**config.mk**
```make
export PLATFORM = sky130hd
export DESIGN_NAME = suffix_array_prefix_doubling
export DESIGN_NICKNAME = d
export VERILOG_FILES = /design/src/hw/rtl/sapd_pkg.sv /design/src/hw/rtl/sapd_ctrl.sv /design/src/hw/rtl/sapd_dp.sv /design/src/hw/rtl/suffix_array_prefix_doubling.sv
export SDC_FILE = /design/constraint.sdc
export NUM_CORES = 2
export LEC_CHECK = 0
export BUFFER_PORTS_ARGS = -buffer_cell sky130_fd_sc_hd__buf_4
export CORE_MARGIN = 10
export CORE_UTILIZATION = 30
export CTS_CLUSTER_SIZE = 14
export DETAILED_ROUTE_END_ITERATION = 10
export PLACE_DENSITY_LB_ADDON = 0.1
export SETUP_SLACK_MARGIN = 0.4
export SYNTH_ARGS = -nofsm -noshare
export SYNTH_HDL_FRONTEND = slang
export SYNTH_SLANG_ARGS = --single-unit
```
**constraint.sdc**
```tcl
create_clock -name clk_i -period 25.7 [get_ports clk_i]
set_clock_uncertainty 0.15 [all_clocks]
set_input_delay 1.285 -clock clk_i [delete_from_list [all_inputs] [get_ports clk_i]]
set_output_delay 1.285 -clock clk_i [all_outputs]
set_load 0.05 [all_outputs]
```
**src/hw/rtl/sapd_pkg.sv**
```systemverilog
// ----------------------------------------------------------------------------
// sapd_pkg
// Types and constants of the prefix-doubling suffix array builder.
// ----------------------------------------------------------------------------
package sapd_pkg;

  localparam int SYM_W = 8;
  localparam int POS_W = 6;

  typedef struct packed {
    logic [SYM_W-1:0] symbol;
    logic             last;
  } in_item_t;

  typedef struct packed {
    logic [POS_W-1:0] position;
    logic             final_res;
    logic             overflow;
  } out_item_t;

  typedef enum logic [3:0] {
    ST_LOAD,
    ST_SENT,
    ST_RD_I,
    ST_LAT_I,
    ST_RD_J,
    ST_CMP,
    ST_WR,
    ST_EMIT_RD,
    ST_EMIT_SH
  } state_e;

  // Commands from controller to datapath
  typedef struct packed {
    logic load;
    logic sent;
    logic rd_i;
    logic lat_i;
    logic rd_j;
    logic cmp;
    logic wr;
    logic next_round;
    logic emit_init;
    logic emit_rd;
    logic emit_show;
    logic done;
  } cmd_t;

  // Status from datapath to controller
  typedef struct packed {
    logic last_i;
    logic last_j;
    logic last_round;
    logic last_emit;
    logic out_busy;
  } sts_t;

endpackage

```
**src/hw/rtl/sapd_ctrl.sv**
```systemverilog
// ----------------------------------------------------------------------------
// sapd_ctrl
// Sequencer: load, counting-sort rounds, and emission of the suffix array.
// ----------------------------------------------------------------------------
module sapd_ctrl (
  input  logic          clk_i,
  input  logic          rst_ni,
  input  logic          in_valid_i,
  input  logic          in_last_i,
  input  sapd_pkg::sts_t sts_i,
  output logic          in_ready_o,
  output sapd_pkg::cmd_t cmd_o
);
  import sapd_pkg::*;

  state_e state_q, state_d;

  // State register
  always_ff @(posedge clk_i or negedge rst_ni) begin
    if (!rst_ni) begin
      state_q <= ST_LOAD;
    end else begin
      state_q <= state_d;
    end
  end

  // Next state
  always_comb begin
    state_d = state_q;
    case (state_q)
      ST_LOAD: begin
        if (in_valid_i && in_last_i) state_d = ST_SENT;
      end
      ST_SENT:  state_d = ST_RD_I;
      ST_RD_I:  state_d = ST_LAT_I;
      ST_LAT_I: state_d = ST_RD_J;
      ST_RD_J:  state_d = ST_CMP;
      ST_CMP: begin
        state_d = sts_i.last_j ? ST_WR : ST_RD_J;
      end
      ST_WR: begin
        if (!sts_i.last_i) state_d = ST_RD_I;
        else if (sts_i.last_round) state_d = ST_EMIT_RD;
        else state_d = ST_RD_I;
      end
      ST_EMIT_RD: state_d = ST_EMIT_SH;
      ST_EMIT_SH: begin
        if (!sts_i.out_busy) state_d = sts_i.last_emit ? ST_LOAD : ST_EMIT_RD;
      end
      default: state_d = ST_LOAD;
    endcase
  end

  // Outputs
  always_comb begin
    cmd_o      = '0;
    in_ready_o = 1'b0;
    case (state_q)
      ST_LOAD: begin
        in_ready_o = 1'b1;
        cmd_o.load = in_valid_i;
      end
      ST_SENT:  cmd_o.sent = 1'b1;
      ST_RD_I:  cmd_o.rd_i = 1'b1;
      ST_LAT_I: cmd_o.lat_i = 1'b1;
      ST_RD_J:  cmd_o.rd_j = 1'b1;
      ST_CMP:   cmd_o.cmp = 1'b1;
      ST_WR: begin
        cmd_o.wr         = 1'b1;
        cmd_o.next_round = sts_i.last_i && !sts_i.last_round;
        cmd_o.emit_init  = sts_i.last_i && sts_i.last_round;
      end
      ST_EMIT_RD: cmd_o.emit_rd = 1'b1;
      ST_EMIT_SH: begin
        cmd_o.emit_show = !sts_i.out_busy;
        cmd_o.done      = !sts_i.out_busy && sts_i.last_emit;
      end
      default: cmd_o = '0;
    endcase
  end

endmodule

```
**src/hw/rtl/sapd_dp.sv**
```systemverilog
// ----------------------------------------------------------------------------
// sapd_dp
// Rank memories, order memory, counters, comparator and output register.
// ----------------------------------------------------------------------------
module sapd_dp #(
  parameter int MaxLen = 63
) (
  input  logic                clk_i,
  input  logic                rst_ni,
  input  sapd_pkg::cmd_t      cmd_i,
  input  sapd_pkg::in_item_t  in_data_i,
  input  logic                out_ready_i,
  output sapd_pkg::sts_t      sts_o,
  output logic                out_valid_o,
  output sapd_pkg::out_item_t out_data_o
);
  import sapd_pkg::*;

  localparam int Depth = MaxLen + 1;
  localparam int W     = $clog2(Depth);
  localparam int NW    = W + 1;
  localparam int RW    = (W > SYM_W + 1) ? W : SYM_W + 1;
  localparam int MemD  = 2 ** W;

  logic [RW-1:0] rank_mem [0:2*MemD-1];
  logic [W-1:0]  order_mem [0:MemD-1];

  logic [NW-1:0] len_q, sh_q, i_q, j_q, k_q;
  logic          ovf_q, bank_q;
  logic [W-1:0]  acc_q, ord_q;
  logic [RW-1:0] hi_q, lo_q, rda_q, rdb_q;
  logic          ovalid_q;
  out_item_t     out_q;

  logic [NW-1:0] n, base;
  logic [NW:0]   sum;
  logic [W-1:0]  a_idx, b_idx;
  logic          room, lt;

  assign n     = len_q + NW'(1);
  assign room  = len_q < NW'(MaxLen);
  assign base  = cmd_i.rd_i ? i_q : j_q;
  assign a_idx = base[W-1:0];
  assign sum   = {1'b0, base} + {1'b0, sh_q};

  // Wrap the partner index modulo n
  always_comb begin
    if (sum >= {1'b0, n}) b_idx = W'(sum - {1'b0, n});
    else b_idx = W'(sum);
  end

  assign lt = (rda_q < hi_q) || ((rda_q == hi_q) && (rdb_q < lo_q));

  assign sts_o.last_i     = i_q == len_q;
  assign sts_o.last_j     = j_q == len_q;
  assign sts_o.last_round = {sh_q, 1'b0} >= {1'b0, n};
  assign sts_o.last_emit  = k_q == len_q;
  assign sts_o.out_busy   = ovalid_q;

  // Rank memory: write initial keys, sentinel and new ranks; two reads
  always_ff @(posedge clk_i) begin
    if (cmd_i.load && room) begin
      rank_mem[{bank_q, len_q[W-1:0]}] <= RW'(in_data_i.symbol) + RW'(1);
    end else if (cmd_i.sent) begin
      rank_mem[{bank_q, len_q[W-1:0]}] <= '0;
    end else if (cmd_i.wr && !sts_o.last_round) begin
      rank_mem[{~bank_q, i_q[W-1:0]}] <= RW'(acc_q);
    end
    if (cmd_i.rd_i || cmd_i.rd_j) begin
      rda_q <= rank_mem[{bank_q, a_idx}];
      rdb_q <= rank_mem[{bank_q, b_idx}];
    end
  end

  // Order memory: place each position at its final rank
  always_ff @(posedge clk_i) begin
    if (cmd_i.wr && sts_o.last_round) begin
      order_mem[acc_q] <= i_q[W-1:0];
    end
    if (cmd_i.emit_rd) begin
      ord_q <= order_mem[k_q[W-1:0]];
    end
  end

  // Key latch and less-than count
  always_ff @(posedge clk_i) begin
    if (cmd_i.lat_i) begin
      hi_q  <= rda_q;
      lo_q  <= rdb_q;
      acc_q <= '0;
    end else if (cmd_i.cmp && lt) begin
      acc_q <= acc_q + W'(1);
    end
  end

  // Control counters
  always_ff @(posedge clk_i or negedge rst_ni) begin
    if (!rst_ni) begin
      len_q  <= '0;
      ovf_q  <= 1'b0;
      bank_q <= 1'b0;
      sh_q   <= '0;
      i_q    <= '0;
      j_q    <= '0;
      k_q    <= '0;
    end else begin
      if (cmd_i.load) begin
        if (room) len_q <= len_q + NW'(1);
        else ovf_q <= 1'b1;
      end
      if (cmd_i.sent) begin
        sh_q <= NW'(1);
        i_q  <= '0;
      end
      if (cmd_i.lat_i) j_q <= '0;
      if (cmd_i.cmp) j_q <= j_q + NW'(1);
      if (cmd_i.wr) i_q <= cmd_i.next_round ? '0 : i_q + NW'(1);
      if (cmd_i.next_round) begin
        sh_q   <= {sh_q[NW-2:0], 1'b0};
        bank_q <= ~bank_q;
      end
      if (cmd_i.emit_init) k_q <= '0;
      if (cmd_i.emit_show) k_q <= k_q + NW'(1);
      if (cmd_i.done) begin
        len_q  <= '0;
        ovf_q  <= 1'b0;
        bank_q <= 1'b0;
      end
    end
  end

  // Output register
  always_ff @(posedge clk_i or negedge rst_ni) begin
    if (!rst_ni) begin
      ovalid_q <= 1'b0;
    end else if (cmd_i.emit_show) begin
      ovalid_q <= 1'b1;
    end else if (out_ready_i) begin
      ovalid_q <= 1'b0;
    end
  end

  always_ff @(posedge clk_i) begin
    if (cmd_i.emit_show) begin
      out_q.position  <= POS_W'(ord_q);
      out_q.final_res <= sts_o.last_emit;
      out_q.overflow  <= ovf_q;
    end
  end

  assign out_valid_o = ovalid_q;
  assign out_data_o  = out_q;

endmodule

```
**src/hw/rtl/suffix_array_prefix_doubling.sv**
```systemverilog
// Loading: one byte per cycle, then the sentinel is appended.
// Build: ceil(log2 n) rounds for n = length + 1; in each round the single
// comparator passes each position over all others.
// Emission: each position is read, then shown once the last output is taken.
// Reset (async, active low) returns to loading with an empty string.
// ----------------------------------------------------------------------------
// suffix_array_prefix_doubling
// Builds the suffix array of a byte string plus sentinel by prefix doubling.
// ----------------------------------------------------------------------------
module suffix_array_prefix_doubling #(
  parameter int MaxLen = 63
) (
  input  logic                clk_i,
  input  logic                rst_ni,
  input  logic                in_valid_i,
  output logic                in_ready_o,
  input  sapd_pkg::in_item_t  in_data_i,
  output logic                out_valid_o,
  input  logic                out_ready_i,
  output sapd_pkg::out_item_t out_data_o
);
  import sapd_pkg::*;

  cmd_t cmd;
  sts_t sts;

  sapd_ctrl u_ctrl (
    .clk_i      (clk_i),
    .rst_ni     (rst_ni),
    .in_valid_i (in_valid_i),
    .in_last_i  (in_data_i.last),
    .sts_i      (sts),
    .in_ready_o (in_ready_o),
    .cmd_o      (cmd)
  );

  sapd_dp #(.MaxLen(MaxLen)) u_dp (
    .clk_i       (clk_i),
    .rst_ni      (rst_ni),
    .cmd_i       (cmd),
    .in_data_i   (in_data_i),
    .out_ready_i (out_ready_i),
    .sts_o       (sts),
    .out_valid_o (out_valid_o),
    .out_data_o  (out_data_o)
  );

endmodule

```
Word-level counts from Yosys, hierarchy flattened --
Memory sizes are Yosys's and may differ from the RTL's. A register that Yosys moved wholly into a read port is not among the register bits. Index checks and enable logic that the tools add are counted.
Operators by class: add/sub/neg operators 8, order comparisons 5, equal/unequal tests 15, muxes and demuxes 53, bitwise operators 2, reduce and logical (&&, ||, !) cells 26
Operators by type and width (count):
- $mux 7 | 14
- $pmux 4 s9 | 1
- $add 7x1->7 const B | 4
- $mux 1 | 27
- $eq 7x7->1 | 3
- $lt 9x9->1 | 2
- $mux 9 | 2
- $eq 4x3->1 const B | 4
- $ge 8x7->1 | 2
- $reduce_bool 2->1 | 8
- $mux 4 | 3
- $add 8x1->9 const B | 1
- $eq 9x9->1 | 1
- $logic_and 1x1->1 | 9
- $mux 3 | 3
- $reduce_or 9->1 | 1
- $add 7x7->8 | 1
- $eq 4x2->1 const B | 2
- $lt 7x6->1 const B | 1
- $add 6x1->6 const B | 1
- $mux 6 | 1
- $reduce_and 2->1 | 3
- $sub 6x6->6 | 1
- $eq 4x1->1 const B | 1
- 9 further kinds | 13
Word-level totals: register bits after elaboration 74, memory bits (writable) 1536, input bits 13, output and inout port bits 10, logic and storage cells 126, memories kept 2
Memories:
- u_dp.rank_mem | words 128, width 9, rd ports 2, clocked after memory_dff 2, wr ports 1, RTL line sapd_dp.sv:25 | logic [RW-1:0] rank_mem [0:2*MemD-1];
- u_dp.order_mem | words 64, width 6, rd ports 1, clocked after memory_dff 1, wr ports 1, RTL line sapd_dp.sv:26 | logic [W-1:0] order_mem [0:MemD-1];

Logic depth before layout (Yosys ltp) --
depth in word-level cells 12, mapped depth 32, mapped depth without buffers 22

Hierarchy --
Synthesis repeated with hierarchy kept, for this count alone.
Unflattened totals: cells, all modules 6809, area total of the unflattened synthesis 77489.3 um^2
By module, submodules not included:
- sapd_dp | times used 1, cells an instance 6765, area each 77098.9 um^2, sequential area each 48696.7 um^2
- sapd_ctrl | times used 1, cells an instance 44, area each 390.4 um^2, sequential area each 100.1 um^2

Least setup slack after synthesis --
Ideal clock, no wire load.
path kind reg2reg, from register u_dp.len_q[2], to memory u_dp.rank_mem[0][5] in the netlist's numbering (data pin), setup time 1.223 ns, arrival time 7.230 ns, required time 24.327 ns, slack 17.096 ns, stages on the path, launching flop included 10, path buffers 2, clock period less this slack 8.604 ns, cell sequence dfrtp_1 > clkbuf_1 > nand3_1 > xor2_1 > ha_1 > a21o_1 > a21o_1 > a21oi_4 > clkbuf_1 > o31ai_1
Between the ends: longest elaborated chain between the ends 10, elaborated cells between the ends (all ways) 15, classes of those cells add/sub (1); order compare (2); mux (8); reduce/logical (4)
RTL lines:
- start, declared | RTL line sapd_dp.sv:28 | logic [NW-1:0] len_q, sh_q, i_q, j_q, k_q;
- start signal, assigned | RTL line sapd_dp.sv:108 | if (room) len_q <= len_q + NW'(1);
- $add 7x1->7 | RTL line sapd_dp.sv:40 | assign n = len_q + NW'(1);
- $ge 8x7->1 | RTL line sapd_dp.sv:56 | assign sts_o.last_round = {sh_q, 1'b0} >= {1'b0, n};
- $logic_not 1->1 | RTL line sapd_dp.sv:66 | end else if (cmd_i.wr && !sts_o.last_round) begin
- $logic_and 1x1->1 | RTL line sapd_dp.sv:66
- $mux 1 | RTL line sapd_dp.sv:66
- $mux 1 | RTL line sapd_dp.sv:64 | end else if (cmd_i.sent) begin
- $mux 1 | RTL line sapd_dp.sv:62 | if (cmd_i.load && room) begin
- $mux 1 (implied by the code) | RTL line sapd_dp.sv:67 | rank_mem[{~bank_q, i_q[W-1:0]}] <= RW'(acc_q);
- $reduce_or 9->1 (no line)
- $mux 9 (no line) (*)
- end, declared | RTL line sapd_dp.sv:25
Every way passes the cells marked *; elsewhere a longest branch is shown, timed or not.

Worst setup path after layout --
from register u_ctrl.state_q[3], to register u_dp.rdb_q[3], read port of u_dp.rank_mem (data pin)
Between the ends: longest elaborated chain between the ends 6, elaborated cells between the ends (all ways) 10, classes of those cells add/sub (2); order compare (1); eq/ne (2); mux (4); reduce/logical (1)
RTL lines:
- start, declared | RTL line sapd_ctrl.sv:16 | state_e state_q, state_d;
- start signal, assigned | RTL line sapd_ctrl.sv:23 | state_q <= state_d;
- $eq 4x2->1 | RTL line sapd_ctrl.sv:58 | case (state_q)
- $mux 1 | RTL line sapd_ctrl.sv:58
- $mux 7 | RTL line sapd_dp.sv:42 | assign base = cmd_i.rd_i ? i_q : j_q;
- $add 7x7->8 | RTL line sapd_dp.sv:44 | assign sum = {1'b0, base} + {1'b0, sh_q};
- $ge 8x7->1 / $sub 6x6->6 (equally long branches) | RTL line sapd_dp.sv:48 | if (sum >= {1'b0, n}) b_idx = W'(sum - {1'b0, n});
- $mux 6 | RTL line sapd_dp.sv:48
- end, declared | RTL line sapd_dp.sv:31 | logic [RW-1:0] hi_q, lo_q, rda_q, rdb_q;
Several ways; a longest one is shown, not always the timed one. A chain may end at the register's enable or synchronous reset.

==> reports/qor.yml <==
crit_path_max_fanout: 81
tritoncts: "yes"
fmax_mhz: 96.2
root_buffer: "clkbuf_16"
clock_sink_count: 1634
max-cap-violations: 0
num_io_pins: 23
post_route_clock_period_utilization_pct: 40.4
layout_min_cycle_time_ns: 10.39
rsz_0062_raised_after_global_routing: "no"
largest_stage_delay_on_the_critical_path_ns: 0.90
synth_sequential_area_ratio_pct: 63.5
netlist_instances: 6397
fp.dieArea_mm2: 0.277
viasPerCell: 5.55
worstReg2RegEnd: "u_dp.rdb_q[3]"
final_layout_size_suffix_gt1_share_pct: 12.1
maximum_number_of_pins_on_one_net_before_global_route_repair: 144
r2r_start: "u_ctrl.state_q[3]"
hold_viol: 0
synthesis.area_per_instance_um2: 12.0
synthDistinctLibCells: 88
clock_tree.buffer_depth: 3
cts_buffers: 192
final_number_of_max_transition_violations: 0
nets: 6430
global_placer_s_final_weighted_congestion: 0.846
fillers: 24937
async_reset_ff_share_pct: 2.57
type_of_the_worst_min_delay_path: "input port to async pin"
ctsResizeCount: 0
path_delay_family: "buffers and inverters"
fp.dieW_um: 526
worst_pin_slew_ns: 1.40
multi_input_gate_area_in_the_final_layout_mm2: 0.0261
outcome: "complete, no violations"
critPathCaptureType: "flip-flop"
grt_use_total_pct: 20.1
worst-r2r-setup-slack_ns: 15.31
synthesis.nets: 6455
hold_buffers: 0
overflow: 0
synthesis.area_mm2: 0.0769
num_vias: 54985
worst-path-stages: 23
path_cells: "nor4b_2 -> buf_4 -> mux2i_4 -> inv_8 -> ha_1 -> inv_1 -> fa_1 -> xor2_1 -> inv_2 -> ha_1 -> nand3_1 -> a31oi_1 -> o21ai_1 -> nand2_2 -> o21ai_4 -> buf_4 -> buf_4 -> buf_4 -> nand2_1 -> nor2_1 -> o32ai_1 -> a2111oi_2 -> a21oi_1"
timing.critical_path.arrival_ns: 10.82
placementRows: 185
post-cts-setup-buffer-count: 0
ys_seq_elements: 1634
cp_data_required_time_ns: 26.13
reg2regPathDepth: 23
areaGrowthSynthToFinish_pct: 13.7
number_of_enable_type_register_cells_in_the_synthesized_netlist: 1586
final_cell_mix: "1772 x nand2_1, 1586 x edfxtp_1, 694 x nand3_1, 263 x nor2_1, 233 x buf_4"
start_util_pct: 30.2
final_common_cell: "nand2_1"
grt_first_pass_wirelength_um: 410000
first_pass_iteration_count_of_the_detailed_router: 9
die_h_um: 526
wirelength_um: 290000
initialDrtViolationCount: 5715
avgRoutedWirePerCell_um: 29.3
finalSetupViolCount: 0
drc: 0
timing_worst_setup_path_type: "flip-flop to flip-flop"
type_of_origin_of_the_critical_path: "flip-flop"
cts_htree_levels: 4
timing.slew.headroom_pct: 4.49
ff_latch_area_mm2: 0.0488
cp_num_buf_inv: 7
detailed_place_hpwl_um: 180000
grt_antenna_before_repair: 12
critical-path-slowest-cell: "o21ai_4"
insertion_delay_ns: 0.87
floorplan.core_area_mm2: 0.255
detail-route-antenna-nets: 0
path_common_cell: "buf_4"
clk_pin_slew_worst_paths_ns: 0.06
yosysWarningCount: 0
most_instantiated_flip_flop_cell_in_the_synthesis_netlist: "edfxtp_1"
io_buffer_count: 22
grt_pass1_vias: 53452
finalSetupTns_ns: 0
metal layers:
metal	track usage (%)	vias up	routed length (um)	share of wire [%]
met5	0	-	13	0.0045
met1	28.7	28372	130000	45
li1	-	23976	-	-
met4	5.66	2	8130	2.8
met2	31.8	2236	132000	46
met3	3.19	399	19600	6.8
cells in the mapped netlist (8+ instances only):
cell | instances | area share, %
a2111oi_0 | 31 | 0.35
a211oi_1 | 28 | 0.27
a21o_1 | 11 | 0.11
a21oi_1 | 179 | 1.2
a221o_1 | 14 | 0.18
a22oi_1 | 24 | 0.23
a311oi_1 | 205 | 2.3
a31oi_1 | 60 | 0.49
and3_1 | 77 | 0.63
buf_1 | 38 | 0.19
buf_2 | 183 | 1.2
buf_4 | 20 | 0.20
buf_6 | 12 | 0.18
clkbuf_1 | 205 | 1.0
dfrtp_1 | 42 | 1.4
edfxtp_1 | 1586 | 62
ha_1 | 43 | 0.70
inv_1 | 43 | 0.21
mux2i_1 | 176 | 2.3
mux4_2 | 195 | 5.7
nand2_1 | 1773 | 8.7
nand2b_1 | 17 | 0.14
nand3_1 | 694 | 4.5
nand4_1 | 38 | 0.31
nor2_1 | 274 | 1.3
nor2b_1 | 11 | 0.090
nor3_1 | 20 | 0.13
nor4_1 | 27 | 0.22
o2111ai_1 | 8 | 0.091
o211ai_1 | 9 | 0.088
o21ai_0 | 61 | 0.40
o21ai_1 | 18 | 0.12
o221ai_1 | 14 | 0.16
o22ai_1 | 40 | 0.33
o311ai_0 | 9 | 0.10
o31ai_1 | 21 | 0.21
o32ai_1 | 15 | 0.17
xnor2_1 | 25 | 0.28
xor2_1 | 30 | 0.34
per-stage QoR:
step / cell area [um^2] / std cells / hold WS [ns] / util (%) / worst slack [ns]
floorplan: 76900 / 6397 / 0.250 / - / 17.10
global placement: 81200 / 9542 / 0.258 / 31.9 / 15.39
detailed placement: 81200 / 9544 / 0.255 / 31.9 / 15.34
CTS: 87400 / 9896 / 0.220 / 34.3 / 15.26
global route: 87400 / 9898 / 0.269 / 34.3 / 14.66
finish: 87400 / 9903 / 0.262 / 34.3 / 15.31
worst register-to-register path: cells and delay by family, from the launching register on:
kind / cells / cell delay [ns]
XOR/XNOR: 1 / 0.65
adder cells (fa/ha/maj): 3 / 1.20
AND/OR/NAND/NOR: 5 / 1.60
flip-flops: 1 / 0.55
buffers and inverters: 7 / 3.17
multiplexers: 1 / 0.18
AO/OA/AOI/OAI: 6 / 2.63
flip-flops by register name (all words and copies together) (netlist names), 4 cells and up:
register and flops:
u_dp.rank_mem 1152, u_dp.order_mem 384, u_dp.hi_q 9, u_dp.lo_q 9, u_dp.rda_q 9, u_dp.rdb_q 9
u_dp.out_data_o 8, u_dp.i_q 7, u_dp.j_q 7, u_dp.k_q 7, u_dp.len_q 7, u_dp.sh_q 7
u_dp.acc_q 6, u_dp.ord_q 6, u_ctrl.state_q 4
kinds of logic (layout without fill, tap and decap cells):
group,after synthesis,after routing,synth area share [%]
flops,1634,1634,63.5
mux,380,380,8.14
other cells,0,7,0
fa+ha+maj,45,45,0.752
compound gates,806,806,7.59
xor+xnor,55,55,0.627
simple gates,2967,2967,16.4
buf+inv,510,643,3.05
worst max path at each step:
stage	start	end	slack [ns]
4_1_cts	u_ctrl.state_q[3]	u_dp.rdb_q[3]	15.26
3_5_place_dp	u_ctrl.state_q[3]	u_dp.rdb_q[3]	15.34
2_1_floorplan	u_dp.len_q[2]	u_dp.rank_mem[0][5]	17.10
5_1_grt	u_ctrl.state_q[3]	u_dp.rdb_q[3]	14.66
3_3_place_gp	u_ctrl.state_q[3]	u_dp.rdb_q[4]	15.39
6_report	u_ctrl.state_q[3]	u_dp.rdb_q[3]	15.31
layout make-up:
class                   instances  share of cell area (%)
flip-flops and latches       1634                    55.9
clock inverters               120                    1.31
inverters                      49                   0.229
diodes                          7                  0.0200
well taps                    3366                    4.82
multi-input cells            4253                    29.9
clock buffers                 232                    5.69
repair buffers                242                    2.18
Power is left out: the tool's default activity adds up to more than one toggle a clock period on the data nets, which glitch-free logic cannot reach.
